==> config.mk <==
export PLATFORM = sky130hd
export DESIGN_NAME = reno_congestion_window_core
export DESIGN_NICKNAME = d
export VERILOG_FILES = /design/src/design/rcw_pkg.sv /design/src/design/reno_congestion_window_core.sv /design/src/design/rcw_div.sv
export VERILOG_INCLUDE_DIRS = /design/src /design/src/design
export SDC_FILE = /design/constraint.sdc
export NUM_CORES = 2
export LEC_CHECK = 0
export BUFFER_PORTS_ARGS = -buffer_cell sky130_fd_sc_hd__buf_2
export CAP_MARGIN = 0
export CORE_MARGIN = 2
export CORE_UTILIZATION = 65
export CTS_CLUSTER_DIAMETER = 100
export DETAILED_ROUTE_END_ITERATION = 10
export GPL_TIMING_DRIVEN = 0
export PLACE_DENSITY_LB_ADDON = 0.3
export SYNTH_ARGS = -nofsm -noshare
export SYNTH_HDL_FRONTEND = slang
export SYNTH_SLANG_ARGS = --single-unit
==> constraint.sdc <==
create_clock -name clk -period 10.6 [get_ports clk]
set_clock_uncertainty 0.05 [all_clocks]
set_input_delay 0.53 -clock clk [delete_from_list [all_inputs] [get_ports clk]]
set_output_delay 0.53 -clock clk [all_outputs]
set_load 0.01 [all_outputs]
==> src/design/reno_congestion_window_core_macros.svh <==
// ----------------------------------------------------------------------------
// reno congestion window core: assertion macros
// shared assertion forms, clocked on clk and disabled during arst_n
// ----------------------------------------------------------------------------
`ifndef RENO_CONGESTION_WINDOW_CORE_MACROS_SVH
`define RENO_CONGESTION_WINDOW_CORE_MACROS_SVH

// consequent checked in the same cycle as the antecedent
`define RCW_ASSERT_SAME(label, ante, cons, msg) \
	label: assert property (@(posedge clk) disable iff (!arst_n) (ante) |-> (cons)) \
		else $error(msg);

// consequent checked in the cycle after the antecedent
`define RCW_ASSERT_NEXT(label, ante, cons, msg) \
	label: assert property (@(posedge clk) disable iff (!arst_n) (ante) |=> (cons)) \
		else $error(msg);

`endif

==> src/design/rcw_pkg.sv <==
// ----------------------------------------------------------------------------
// rcw_pkg
// types and constants shared by the congestion window core and its divider
// ----------------------------------------------------------------------------
package rcw_pkg;

	localparam int unsigned WIN_W     = 32;
	localparam int unsigned MSS_W     = 16;
	localparam int unsigned LIMIT_W   = 4;
	localparam int unsigned PKT_W     = 10;
	localparam int unsigned KIND_W    = 2;
	localparam int unsigned MODE_W    = 2;
	localparam int unsigned IDX_W     = 3;
	localparam int unsigned STEP_W    = 5;
	localparam int unsigned S_DATA_W  = 16;
	localparam int unsigned M_DATA_W  = 80;
	localparam int unsigned M_USED_W  = 2 * WIN_W + MODE_W + 1 + PKT_W;

	// configuration register indexes
	localparam logic [IDX_W-1:0] REG_SEGMENT_SIZE  = 3'd0;
	localparam logic [IDX_W-1:0] REG_INIT_THRESH   = 3'd1;
	localparam logic [IDX_W-1:0] REG_TIMEOUT_FLOOR = 3'd2;
	localparam logic [IDX_W-1:0] REG_DUP_ACK_LIMIT = 3'd3;
	localparam logic [IDX_W-1:0] REG_RESEND_CAP    = 3'd4;

	// reset values of the configuration registers
	localparam logic [MSS_W-1:0]   RST_SEGMENT_SIZE  = 16'd1000;
	localparam logic [WIN_W-1:0]   RST_INIT_THRESH   = 32'd4096000;
	localparam logic [WIN_W-1:0]   RST_TIMEOUT_FLOOR = 32'd4096000;
	localparam logic [LIMIT_W-1:0] RST_DUP_ACK_LIMIT = 4'd3;
	localparam logic [PKT_W-1:0]   RST_RESEND_CAP    = 10'd128;

	typedef enum logic [KIND_W-1:0] {
		EV_NEW_ACK = 2'd0,
		EV_DUP_ACK = 2'd1,
		EV_TIMEOUT = 2'd2
	} kind_t;

	typedef enum logic [MODE_W-1:0] {
		MODE_SLOW  = 2'd0,
		MODE_AVOID = 2'd1,
		MODE_RECOV = 2'd2
	} mode_t;

	typedef enum logic [2:0] {
		ST_IDLE,
		ST_MUL,
		ST_DIV,
		ST_WAIT,
		ST_COMMIT
	} st_t;

	// divider status toward the sequencer
	typedef struct packed {
		logic busy;
		logic done;
	} div_stat_t;

endpackage

==> src/design/reno_congestion_window_core.sv <==
// ----------------------------------------------------------------------------
// reno_congestion_window_core
// tcp reno congestion window, threshold and mode tracker, one result per event
// ----------------------------------------------------------------------------
// Each input transaction is one sender event (new ack, duplicate ack or
// retransmit timeout) and produces exactly one output transaction carrying the
// window, threshold and mode after the event, the fast retransmit flag and the
// bulk resend count. Events are handled one at a time and s_axis_tready is low
// while an event is in work. A new ack in congestion avoidance with a nonzero
// window goes from accept to result through these steps: form mss*mss in the
// multiplier, launch the serial divider, run the divider steps (one quotient
// bit each), let the divider flag done, and commit. The next event is taken
// in the same cycle in which that result shows. Every other event goes from
// accept straight to the commit step and is likewise followed by the next
// event as its result shows. The result sits in an output register, so the
// next event is taken while the previous result still waits on
// m_axis_tready; a commit waits only if that register is still full.
// Window and threshold saturate at 2^32-1. Configuration writes through
// cfg_we / cfg_index / cfg_wdata are meant for idle periods; indexes past the
// register list are ignored. The initial threshold only matters at reset, where
// the threshold loads its reset value, so a write to that index has no effect.
// No clearing pass after reset.
// ----------------------------------------------------------------------------
`include "reno_congestion_window_core_macros.svh"

module reno_congestion_window_core (
	input  logic                            clk,
	input  logic                            arst_n,
	// configuration write port
	input  logic                            cfg_we,
	input  logic [rcw_pkg::IDX_W-1:0]       cfg_index,
	input  logic [rcw_pkg::WIN_W-1:0]       cfg_wdata,
	// event stream
	input  logic                            s_axis_tvalid,
	output logic                            s_axis_tready,
	input  logic [rcw_pkg::S_DATA_W-1:0]    s_axis_tdata,   // [9:0] outstanding, rest zero
	input  logic [rcw_pkg::KIND_W-1:0]      s_axis_tuser,   // [1:0] req_type
	// result stream
	output logic                            m_axis_tvalid,
	input  logic                            m_axis_tready,
	// [31:0] window_now, [63:32] threshold_now, [65:64] mode_now,
	// [66] retransmit_front, [76:67] bulk_resend_count, rest zero
	output logic [rcw_pkg::M_DATA_W-1:0]    m_axis_tdata
);

	// configuration registers
	logic [rcw_pkg::MSS_W-1:0]    mss_q;
	logic [rcw_pkg::WIN_W-1:0]    floor_q;
	logic [rcw_pkg::LIMIT_W-1:0]  limit_q;
	logic [rcw_pkg::PKT_W-1:0]    cap_q;

	// congestion state
	logic [rcw_pkg::WIN_W-1:0]    win_q;
	logic [rcw_pkg::WIN_W-1:0]    thr_q;
	rcw_pkg::mode_t               mode_q;
	logic [rcw_pkg::LIMIT_W-1:0]  cnt_q;

	// latched event
	rcw_pkg::kind_t               kind_q;
	logic [rcw_pkg::PKT_W-1:0]    outst_q;

	// sequencer and divider
	rcw_pkg::st_t                 state_q, state_d;
	logic [rcw_pkg::WIN_W-1:0]    sq_q;
	logic [rcw_pkg::WIN_W-1:0]    quotient;
	rcw_pkg::div_stat_t           div_stat;
	logic                         div_start;
	logic                         commit;
	logic                         in_accept;
	logic                         needs_div;

	// output register
	logic                         out_valid_q;
	logic [rcw_pkg::WIN_W-1:0]    out_win_q;
	logic [rcw_pkg::WIN_W-1:0]    out_thr_q;
	rcw_pkg::mode_t               out_mode_q;
	logic                         out_retx_q;
	logic [rcw_pkg::PKT_W-1:0]    out_bulk_q;
	logic                         out_free;

	// next-state values of the commit step
	logic [rcw_pkg::WIN_W-1:0]    half;
	logic [rcw_pkg::WIN_W-1:0]    fr_thresh;
	logic [rcw_pkg::LIMIT_W-1:0]  cnt_inc;
	logic                         fast_retx;
	logic [rcw_pkg::WIN_W-1:0]    add_a;
	logic [rcw_pkg::WIN_W:0]      add_b;
	logic [rcw_pkg::WIN_W+1:0]    add_sum;
	logic [rcw_pkg::WIN_W-1:0]    sum_sat;
	logic [rcw_pkg::WIN_W-1:0]    win_n;
	logic [rcw_pkg::WIN_W-1:0]    thr_n;
	rcw_pkg::mode_t               mode_n;
	logic [rcw_pkg::LIMIT_W-1:0]  cnt_n;
	logic                         retx_n;
	logic [rcw_pkg::PKT_W-1:0]    bulk_n;

	assign in_accept = s_axis_tvalid && s_axis_tready;
	assign out_free  = !out_valid_q || m_axis_tready;

	// the divide is only needed for a new ack in avoidance with a nonzero window
	assign needs_div = (rcw_pkg::kind_t'(s_axis_tuser) == rcw_pkg::EV_NEW_ACK)
		&& (mode_q == rcw_pkg::MODE_AVOID) && (win_q != '0);

	// ---------------- configuration ----------------
	always_ff @(posedge clk or negedge arst_n) begin
		if (!arst_n) begin
			mss_q         <= rcw_pkg::RST_SEGMENT_SIZE;
			floor_q       <= rcw_pkg::RST_TIMEOUT_FLOOR;
			limit_q       <= rcw_pkg::RST_DUP_ACK_LIMIT;
			cap_q         <= rcw_pkg::RST_RESEND_CAP;
		end else if (cfg_we) begin
			unique case (cfg_index)
				rcw_pkg::REG_SEGMENT_SIZE:  mss_q         <= cfg_wdata[rcw_pkg::MSS_W-1:0];
				// only read at reset, which loads the constant
				rcw_pkg::REG_INIT_THRESH:   ;
				rcw_pkg::REG_TIMEOUT_FLOOR: floor_q       <= cfg_wdata;
				rcw_pkg::REG_DUP_ACK_LIMIT: limit_q       <= cfg_wdata[rcw_pkg::LIMIT_W-1:0];
				rcw_pkg::REG_RESEND_CAP:    cap_q         <= cfg_wdata[rcw_pkg::PKT_W-1:0];
				default: ;
			endcase
		end
	end

	// ---------------- sequencer ----------------
	always_ff @(posedge clk or negedge arst_n) begin
		if (!arst_n) begin
			state_q <= rcw_pkg::ST_IDLE;
		end else begin
			state_q <= state_d;
		end
	end

	always_comb begin
		state_d = state_q;
		unique case (state_q)
			rcw_pkg::ST_IDLE: begin
				if (in_accept) begin
					state_d = needs_div ? rcw_pkg::ST_MUL : rcw_pkg::ST_COMMIT;
				end
			end
			rcw_pkg::ST_MUL:    state_d = rcw_pkg::ST_DIV;
			rcw_pkg::ST_DIV:    state_d = rcw_pkg::ST_WAIT;
			rcw_pkg::ST_WAIT: begin
				if (div_stat.done) begin
					state_d = rcw_pkg::ST_COMMIT;
				end
			end
			rcw_pkg::ST_COMMIT: begin
				if (out_free) begin
					state_d = rcw_pkg::ST_IDLE;
				end
			end
			default: state_d = rcw_pkg::ST_IDLE;
		endcase
	end

	always_comb begin
		s_axis_tready = (state_q == rcw_pkg::ST_IDLE);
		div_start     = (state_q == rcw_pkg::ST_DIV);
		commit        = (state_q == rcw_pkg::ST_COMMIT) && out_free;
	end

	// latch the event on accept
	always_ff @(posedge clk) begin
		if (in_accept) begin
			kind_q  <= rcw_pkg::kind_t'(s_axis_tuser);
			outst_q <= s_axis_tdata[rcw_pkg::PKT_W-1:0];
		end
	end

	// mss squared, registered before it feeds the divider
	always_ff @(posedge clk) begin
		if (state_q == rcw_pkg::ST_MUL) begin
			sq_q <= {16'd0, mss_q} * {16'd0, mss_q};
		end
	end

	// serial divider for the avoidance increment mss*mss/window
	rcw_div u_div (
		.clk      (clk),
		.arst_n   (arst_n),
		.start    (div_start),
		.dividend (sq_q),
		.divisor  (win_q),
		.quotient (quotient),
		.stat     (div_stat)
	);

	// ---------------- commit step ----------------
	assign half      = win_q >> 1;
	assign fr_thresh = (half < {16'd0, mss_q}) ? {16'd0, mss_q} : half;
	assign cnt_inc   = cnt_q + 1'b1;
	// duplicate ack outside fast recovery hitting the limit
	assign fast_retx = (kind_q == rcw_pkg::EV_DUP_ACK)
		&& ((mode_q == rcw_pkg::MODE_SLOW) || (mode_q == rcw_pkg::MODE_AVOID))
		&& (cnt_inc == limit_q);

	// one saturating adder, operands picked by event
	always_comb begin
		if (fast_retx) begin
			add_a = fr_thresh;
			add_b = {15'd0, mss_q, 1'b0} + {17'd0, mss_q};
		end else if ((kind_q == rcw_pkg::EV_NEW_ACK) && (mode_q == rcw_pkg::MODE_AVOID)
				&& (win_q != '0)) begin
			add_a = win_q;
			add_b = {1'b0, quotient};
		end else begin
			add_a = win_q;
			add_b = {17'd0, mss_q};
		end
	end

	assign add_sum = {2'b00, add_a} + {1'b0, add_b};
	assign sum_sat = (add_sum[rcw_pkg::WIN_W+1:rcw_pkg::WIN_W] != 2'b00)
		? '1 : add_sum[rcw_pkg::WIN_W-1:0];

	always_comb begin
		win_n  = win_q;
		thr_n  = thr_q;
		mode_n = mode_q;
		cnt_n  = cnt_q;
		retx_n = 1'b0;
		bulk_n = '0;
		// an unused mode code leaves everything as it is
		if ((mode_q == rcw_pkg::MODE_SLOW) || (mode_q == rcw_pkg::MODE_AVOID)
				|| (mode_q == rcw_pkg::MODE_RECOV)) begin
			case (kind_q)
				rcw_pkg::EV_TIMEOUT: begin
					thr_n  = (half >= floor_q) ? half : floor_q;
					win_n  = {16'd0, mss_q};
					cnt_n  = '0;
					mode_n = rcw_pkg::MODE_SLOW;
					bulk_n = (outst_q < cap_q) ? (outst_q >> 1) : cap_q;
				end
				rcw_pkg::EV_NEW_ACK: begin
					cnt_n = '0;
					unique case (mode_q)
						rcw_pkg::MODE_SLOW: begin
							win_n  = sum_sat;
							mode_n = (sum_sat >= thr_q) ? rcw_pkg::MODE_AVOID
								: rcw_pkg::MODE_SLOW;
						end
						rcw_pkg::MODE_AVOID: win_n = sum_sat;
						rcw_pkg::MODE_RECOV: begin
							win_n  = thr_q;
							mode_n = rcw_pkg::MODE_AVOID;
						end
						default: ;
					endcase
				end
				rcw_pkg::EV_DUP_ACK: begin
					if (mode_q == rcw_pkg::MODE_RECOV) begin
						win_n = sum_sat;
					end else if (fast_retx) begin
						thr_n  = fr_thresh;
						win_n  = sum_sat;
						cnt_n  = '0;
						mode_n = rcw_pkg::MODE_RECOV;
						retx_n = 1'b1;
					end else begin
						cnt_n = cnt_inc;
					end
				end
				default: ;
			endcase
		end
	end

	always_ff @(posedge clk or negedge arst_n) begin
		if (!arst_n) begin
			win_q  <= {16'd0, rcw_pkg::RST_SEGMENT_SIZE};
			thr_q  <= rcw_pkg::RST_INIT_THRESH;
			mode_q <= rcw_pkg::MODE_SLOW;
			cnt_q  <= '0;
		end else if (commit) begin
			win_q  <= win_n;
			thr_q  <= thr_n;
			mode_q <= mode_n;
			cnt_q  <= cnt_n;
		end
	end

	// ---------------- output register ----------------
	always_ff @(posedge clk or negedge arst_n) begin
		if (!arst_n) begin
			out_valid_q <= 1'b0;
		end else if (commit) begin
			out_valid_q <= 1'b1;
		end else if (m_axis_tready) begin
			out_valid_q <= 1'b0;
		end
	end

	always_ff @(posedge clk) begin
		if (commit) begin
			out_win_q  <= win_n;
			out_thr_q  <= thr_n;
			out_mode_q <= mode_n;
			out_retx_q <= retx_n;
			out_bulk_q <= bulk_n;
		end
	end

	assign m_axis_tvalid = out_valid_q;
	assign m_axis_tdata  = {{(rcw_pkg::M_DATA_W - rcw_pkg::M_USED_W){1'b0}},
		out_bulk_q, out_retx_q, out_mode_q, out_thr_q, out_win_q};

	// ---------------- assertions ----------------
	`RCW_ASSERT_NEXT(a_busy_after_accept, in_accept, !s_axis_tready,
		"ready high after accept")
	`RCW_ASSERT_SAME(a_div_done_in_wait, div_stat.done, state_q == rcw_pkg::ST_WAIT,
		"stray divider done")
	`RCW_ASSERT_SAME(a_div_busy_in_wait, div_stat.busy, state_q == rcw_pkg::ST_WAIT,
		"divider busy outside wait")
	`RCW_ASSERT_SAME(a_retx_means_recovery, m_axis_tvalid && out_retx_q,
		out_mode_q == rcw_pkg::MODE_RECOV, "retransmit outside recovery")
	`RCW_ASSERT_SAME(a_bulk_means_timeout, m_axis_tvalid && (out_bulk_q != '0),
		(out_mode_q == rcw_pkg::MODE_SLOW) && !out_retx_q, "bulk resend outside timeout")

endmodule

==> src/design/rcw_div.sv <==
// ----------------------------------------------------------------------------
// rcw_div
// restoring radix-2 divider, one quotient bit per cycle
// ----------------------------------------------------------------------------
module rcw_div (
	input  logic                          clk,
	input  logic                          arst_n,
	input  logic                          start,
	input  logic [rcw_pkg::WIN_W-1:0]     dividend,
	input  logic [rcw_pkg::WIN_W-1:0]     divisor,
	output logic [rcw_pkg::WIN_W-1:0]     quotient,
	output rcw_pkg::div_stat_t            stat
);

	logic                              busy_q;
	logic                              done_q;
	logic [rcw_pkg::STEP_W-1:0]        step_q;
	logic [rcw_pkg::WIN_W-1:0]         rem_q;
	logic [rcw_pkg::WIN_W-1:0]         quo_q;
	logic [rcw_pkg::WIN_W-1:0]         dsr_q;

	logic [rcw_pkg::WIN_W:0]           shifted;
	logic [rcw_pkg::WIN_W:0]           diff;
	logic                              fits;

	assign shifted = {rem_q, quo_q[rcw_pkg::WIN_W-1]};
	assign fits    = shifted >= {1'b0, dsr_q};
	assign diff    = shifted - {1'b0, dsr_q};

	always_ff @(posedge clk or negedge arst_n) begin
		if (!arst_n) begin
			busy_q <= 1'b0;
			done_q <= 1'b0;
			step_q <= '0;
		end else begin
			done_q <= 1'b0;
			if (start) begin
				busy_q <= 1'b1;
				step_q <= '0;
			end else if (busy_q) begin
				step_q <= step_q + 1'b1;
				if (&step_q) begin
					busy_q <= 1'b0;
					done_q <= 1'b1;
				end
			end
		end
	end

	always_ff @(posedge clk) begin
		if (start) begin
			rem_q <= '0;
			quo_q <= dividend;
			dsr_q <= divisor;
		end else if (busy_q) begin
			rem_q <= fits ? diff[rcw_pkg::WIN_W-1:0] : shifted[rcw_pkg::WIN_W-1:0];
			quo_q <= {quo_q[rcw_pkg::WIN_W-2:0], fits};
		end
	end

	assign quotient  = quo_q;
	assign stat.busy = busy_q;
	assign stat.done = done_q;

endmodule
# Word-level counts from Yosys, hierarchy flattened
# Index checks and enable logic that the tools add are counted.
# word_totals
output_inout_bits	82
inputBits	58
register_bits	360
wordCells	133
# classes
add_sub_neg	5
n_reduce_logical	34
mul	1
muxes	44
bitwise	3
magnitude_cmp	5
n_eq_ne	16
# op_table
operator	n
two-way mux 32 bit	14
case mux 32 bit (2 select lines)	2
case mux 32 bit (3 select lines)	1
adder 32 x 33 -> 34 bit	1
greater-or-equal comparator 33 x 32 -> 1 bit	1
greater-or-equal comparator 31 x 32 -> 1 bit	1
greater-or-equal comparator 32 bit	1
multiplier 16 x 16 -> 32 bit	1
nonzero test 32 bit	1
subtractor 32 bit	1
less-than comparator 31 x 16 -> 1 bit	1
two-way mux 31 bit	1
adder 17 x 16 -> 18 bit	1
case mux 3 bit (5 select lines)	1
equality test 3 x 2 -> 1 bit (second input constant)	4
two-way mux 3 bit	4
less-than comparator 10 bit	1
two-way mux 1 bit	10
two-way mux 5 bit	2
AND reduction 2 bit	5
two-way mux 9 bit	1
logical AND 1 bit	8
two-way mux 4 bit	2
case mux 4 bit (2 select lines)	1
other kinds (23)	42

# Depth between registers and ports, before layout
# logic_depth
depth_word	13
mapped_depth	36
depth_no_buf	32

# Hierarchy
# Synthesis repeated with hierarchy kept, for this count alone.
# hier_totals
cells_unflattened	3326
hier_area_um2	30639.4
# by_module_without_submodules
module	seq_area_each_um2	cells_each	area_per_inst_um2	n_inst
reno_congestion_window_core	7040.5	2760	24865.1	1
rcw_div	2737.6	566	5774.3	1

# Worst setup path after synthesis
# No wires, ideal clock.
# synth_path
path_type	flip-flop to flip-flop
from	register mss_q[7] (netlist bit)
to	register mode_q[0]
arrival_ps	6702
path_slack_ps	3717
stages_incl_launch_ff	35
setup_ps	132
t_required_ps	10418
period_less_slack_ps	6883
path_buffers	5
path_cell_list	dfstp_2 clkbuf_1 clkinv_1 ha_1 a21o_1 a21o_1 a2111oi_0 o211ai_1 nand2_1 o21ai_1 buf_2 mux2i_1 o21ai_0 ha_1 fa_1 a211oi_2 o211ai_1 and4_1 o21ai_1 a21oi_2 nor2_1 buf_2 buf_2 buf_1 nand2_1 ha_1 a21o_1 a21o_1 a21oi_1 o21ba_2 a21boi_0 o21ai_0 nand2_1 a211oi_1 mux2_2
# synth_via
elab_chain_cells	11
word_cells_on_any_way	14
cone_classes	2 x add/sub; 2 x order compare; 9 x mux; 1 x reduce/logical
# synth_lines
element	line_no	rtl
start, declared	reno_congestion_window_core.sv:47	logic [rcw_pkg::MSS_W-1:0] mss_q;
start signal, assigned	reno_congestion_window_core.sv:107	mss_q <= rcw_pkg::RST_SEGMENT_SIZE;
start signal, assigned	reno_congestion_window_core.sv:113	rcw_pkg::REG_SEGMENT_SIZE: mss_q <= cfg_wdata[rcw_pkg::MSS_W-1:0];
less-than comparator 31 x 16 -> 1 bit	reno_congestion_window_core.sv:191	assign fr_thresh = (half < {16'd0, mss_q}) ? {16'd0, mss_q} : half;
two-way mux 31 bit	reno_congestion_window_core.sv:191	
two-way mux 32 bit	reno_congestion_window_core.sv:200	if (fast_retx) begin
adder 32 x 33 -> 34 bit (*)	reno_congestion_window_core.sv:213	assign add_sum = {2'b00, add_a} + {1'b0, add_b};
nonzero test 2 bit	reno_congestion_window_core.sv:214	assign sum_sat = (add_sum[rcw_pkg::WIN_W+1:rcw_pkg::WIN_W] != 2'b00)
two-way mux 32 bit (*)	reno_congestion_window_core.sv:215	? '1 : add_sum[rcw_pkg::WIN_W-1:0];
greater-or-equal comparator 32 bit (*)	reno_congestion_window_core.sv:240	mode_n = (sum_sat >= thr_q) ? rcw_pkg::MODE_AVOID
two-way mux 1 bit (*)	reno_congestion_window_core.sv:240	
case mux 2 bit (2 select lines) (*)	reno_congestion_window_core.sv:237	unique case (mode_q)
case mux 2 bit (3 select lines) (*)	reno_congestion_window_core.sv:227	case (kind_q)
two-way mux 2 bit (*)	reno_congestion_window_core.sv:225	if ((mode_q == rcw_pkg::MODE_SLOW) || (mode_q == rcw_pkg::MODE_AVOID)
net mode_n[0]	reno_congestion_window_core.sv:92	rcw_pkg::mode_t mode_n;
end signal, assigned	reno_congestion_window_core.sv:273	mode_q <= rcw_pkg::MODE_SLOW;
end signal, assigned	reno_congestion_window_core.sv:278	mode_q <= mode_n;
end, declared	reno_congestion_window_core.sv:55	rcw_pkg::mode_t mode_q;
# Mark *: on every way through the listed nets, which the timed path passes. The rest lies on a longest branch.
# A chain may end at the register's enable or synchronous reset.

# Final worst setup path
# Ends and elaborated chain as after synthesis.

==> impl.org <==
** Synthesis
- The average instance in the mapped netlist occupies 9.04 sq um.
- In the synthesized netlist the async set-or-reset flop fraction comes to 0.398.
- For this run, the number of Yosys warnings is 0.
- Summed instance area of the synthesized netlist :: 29900 sq um
- Number of enable-type register cells in the synthesized netlist :: 184
- Number of standard cells after synthesis :: 3304
- For this run, the register share of the synthesized area comes to 0.327.
- Top_reg_cell synth :: edfxtp_1
- FF+latch count, synth :: 359
- Number of distinct library cells after synthesis :: 96

** Detailed routing
- Dividing the detail-routed via count by the number of cells gives 6.61.
- The first detailed-routing pass ran for 6 iterations.
- For this block, the initial DRC count from the detailed router was 3403.
- Wirelength, routed :: 105000 um
- In this run the remaining antenna-violating nets after routing total 0.
- Across all layers, the routed design uses 27300 vias.
- Drt wl/cell :: 25.5 um
- After detailed routing, the number of remaining DRC violations is 0.

** Floorplanning
- During I/O placement, the number of pins put on the boundary was 140.
- The die is 218 um wide.
- Measured along the y axis, the die boundary spans 218 um.
- The floorplan has 78 rows.
- Die Outline Area :: 47700 sq um
- Initial core utilization :: 0.658
- Area of the core :: 45400 sq um

** Setup path
- The largest single stage delay on the critical path is 660 ps.
- For this design, the slowest cell found on the critical path is clkbuf_1.
- STA classifies the critical path startpoint as a flop.
- Critical Path Most Common Cell :: nand2_1
- Counting both buffers and inverters, the worst setup path holds a total of 6.
- Data required, critical path :: 11070 ps
- In this run the worst path has a maximum fanout of 11.
- The critical path in this run is classified as flop to flop.
- At the worst endpoint, the arrival time is 11020 ps.
- Grouping stages by cell kind, the critical path spends the most delay in compound AO/OA/AOI/OAI gates.
- The worst setup path is captured at a flop.

** STA
- Max-slew violation count :: 0
- Minimum clock period :: 10550 ps
- Setup repair after global routing left no endpoint under its margin.
- Setup TNS Final :: 0 ps
- In the finished design, the share of the clock period the worst path needs comes to 0.995.
- Setup violations remaining at the end of the flow were counted as 0.
- Derived from the worst setup path, the maximum achievable clock frequency is 94.8 MHz.
- Worst slew pin tran :: 1290 ps
- Slew HR :: 0.133
- The number of failing hold endpoints at the final stage was 0.

** Layout
- The layout has 3311 filler cells.
- Area of the multi-input gates :: 18200 sq um
- Layout-stage area growth over the synthesis result :: 10.0%
- For this run, the post-layout net count is 3995.
- Post-route cell area :: 32900 sq um
- Across the whole layout, storage elements account for 9780 sq um.
- Of the cells placed in the final design, the portion with a size suffix greater than 1 is 0.0946.

** Hold path
- The path class of the tightest hold or removal check is input port to flop.

** Global routing
- The first global-routing pass estimated 159000 um of wire.
- Vias in the first global route :: 27600
- For this run, the total global-route usage over all layers was measured as 0.446.
- The total overflow left after global routing is 0.
- Initial antenna violation count :: 3
- Pin count of the biggest net entering global routing :: 92

** Placement
- Half-perimeter wire length after placement :: 81000 um
- Port bufs :: 130
- The congestion estimate from routability-driven global placement came to 1.05.
- Placed cell area :: 31400 sq um

** Clock tree
- In this run, CTS created clock tree buffers numbering 41.
- H-tree depth :: 2
- Clock-pin slew was measured on the worst setup and hold paths at 70 ps.
- For this design, the sink count on the clock tree is 359.
- Clock Path Buffers :: 3
- Clock root buffer master :: clkbuf_16
- TritonCTS clock tree :: yes
- At the later pin of the worst-skew pair, clock insertion delay measures 590 ps.

** Status
- The run finished with clean final reports.

** Job
- The tool flagged a number of max-cap violations equal to 0.
timing repair:
item                                    CTS  global route
setup buffers                             0             0
hold buffers                              1             0
hold endpoints to repair                 42             0
endpoints found under the setup margin    0             2
resized for setup                         0             2
cells in the final DEF (no fill, tap or decap), drive strengths merged, types with 32 or more instances in the layout:
| cell | n |
|---|---|
| edfxtp | 184 |
| dfxtp | 32 |
| buf | 168 |
| a21o | 79 |
| dfrtp | 116 |
| a211oi | 40 |
| xor2 | 47 |
| a21oi | 201 |
| mux2 | 38 |
| o21ai | 303 |
| ha | 283 |
| mux2i | 48 |
| nand3 | 39 |
| clkbuf | 173 |
| inv | 331 |
| nand2 | 520 |
| nor2 | 208 |
| xnor2 | 55 |
| fa | 167 |
| nor3 | 39 |
path summary, 6_finish.rpt:
| kind | endpoint | startpoint | depth (start not counted) | slack (ps) |
|---|---|---|---|---|
| max | mode_q[0]$_DFFE_PN0P_ | mss_q[7]$_DFFE_PN1P_ | 34 | 50 |
| min | outst_q[0]$_DFFE_PP_ | s_axis_tdata[0] | 1 | 70 |
| min in group asynchronous | cap_q[8]$_DFFE_PN0P_ | arst_n | 2 | 440 |
| max reg2reg | mode_q[0]$_DFFE_PN0P_ | mss_q[7]$_DFFE_PN1P_ | 34 | 50 |
| min reg2reg | u_div.rem_q[0]$_SDFFE_PP0P_ | u_div.rem_q[0]$_SDFFE_PP0P_ | 2 | 450 |
| max in group asynchronous | thr_q[21]$_DFFE_PN1P_ | arst_n | 3 | 9100 |
state kept, by name, indices dropped and copies added, names as in the netlist:
register / count
sq_q: 31
mode_q: 2
u_div.step_q: 5
cnt_q: 4
out_win_q: 32
u_div.rem_q: 32
out_bulk_q: 10
win_q: 32
m_axis_tvalid: 1
thr_q: 32
floor_q: 32
mss_q: 16
out_retx_q: 1
outst_q: 10
state_q: 3
u_div.busy_q: 1
u_div.done_q: 1
limit_q: 4
out_mode_q: 2
kind_q: 2
u_div.dsr_q: 32
cap_q: 10
out_thr_q: 32
u_div.quotient: 32
area by class of cell:
class / instances / area share
antenna: 2 / 0.000152
sequential: 359 / 0.298
inverter: 339 / 0.0390
clock inverter: 28 / 0.0104
timing repair buffer: 139 / 0.0239
multi-input combinational: 2451 / 0.554
clock buffer: 47 / 0.0329
tap: 600 / 0.0228
buffer: 156 / 0.0193
worst reg2reg max path: cells and delay by family (launching register included):
family	cells	cell delay, ps
AO/OA/AOI/OAI	13	3470
adder cells (fa/ha/maj)	4	1420
buffers and inverters	6	2780
flip-flops	1	580
multiplexers	2	740
AND/OR/NAND/NOR	9	1440
logic make-up after synthesis:
group	Yosys count	synth area share
XOR/XNOR	102	0.0299
buffers and inverters	496	0.0638
AO/OA/AOI/OAI	854	0.180
AND/OR/NAND/NOR	956	0.138
adder cells (fa/ha/maj)	450	0.230
multiplexers	86	0.0304
flip-flops	359	0.327
other	1	0.000126
metal layers:
metal,wire [um],global-route usage,vias up
li1,-,-,11800
met1,38700,0.548,13200
met2,47800,0.708,1726
met3,10600,0.0938,472
met4,7900,0.302,2
met5,13,0.00104,-
cell usage after synthesis, types with 15 or more instances:
library cell | count | area, sq um
a211oi_1 | 37 | 278
a21boi_0 | 16 | 120
a21o_1 | 76 | 571
a21oi_1 | 197 | 986
a31oi_1 | 17 | 106
a32oi_1 | 15 | 131
and2_1 | 28 | 175
and3_1 | 16 | 100
clkbuf_1 | 126 | 473
dfrtp_1 | 116 | 2900
dfstp_2 | 27 | 709
dfxtp_1 | 32 | 641
edfxtp_1 | 184 | 5530
fa_1 | 167 | 3340
ha_1 | 283 | 3540
inv_1 | 327 | 1230
mux2_2 | 38 | 428
mux2i_1 | 48 | 480
nand2_1 | 519 | 1950
nand2b_1 | 18 | 113
nand3_1 | 38 | 190
nand4_1 | 22 | 138
nor2_1 | 207 | 777
nor3_1 | 39 | 195
o211ai_1 | 27 | 203
o21a_1 | 22 | 165
o21ai_0 | 290 | 1450
o221ai_1 | 25 | 219
xnor2_1 | 55 | 482
xor2_1 | 47 | 412
per-stage QoR:
step	util	std cells	hold slack, ps	setup slack [ps]
3_3_place_gp	0.689	4036	430	498
3_5_place_dp	0.692	4043	440	383
2_1_floorplan	-	3306	184	3720
4_1_cts	0.724	4119	67.3	349
5_1_grt	0.724	4119	84.4	32.3
6_report	0.724	4121	74.0	50.6
Power is not shown: default switching activity piles up to over one toggle a cycle in this logic, so the estimate is an artifact.
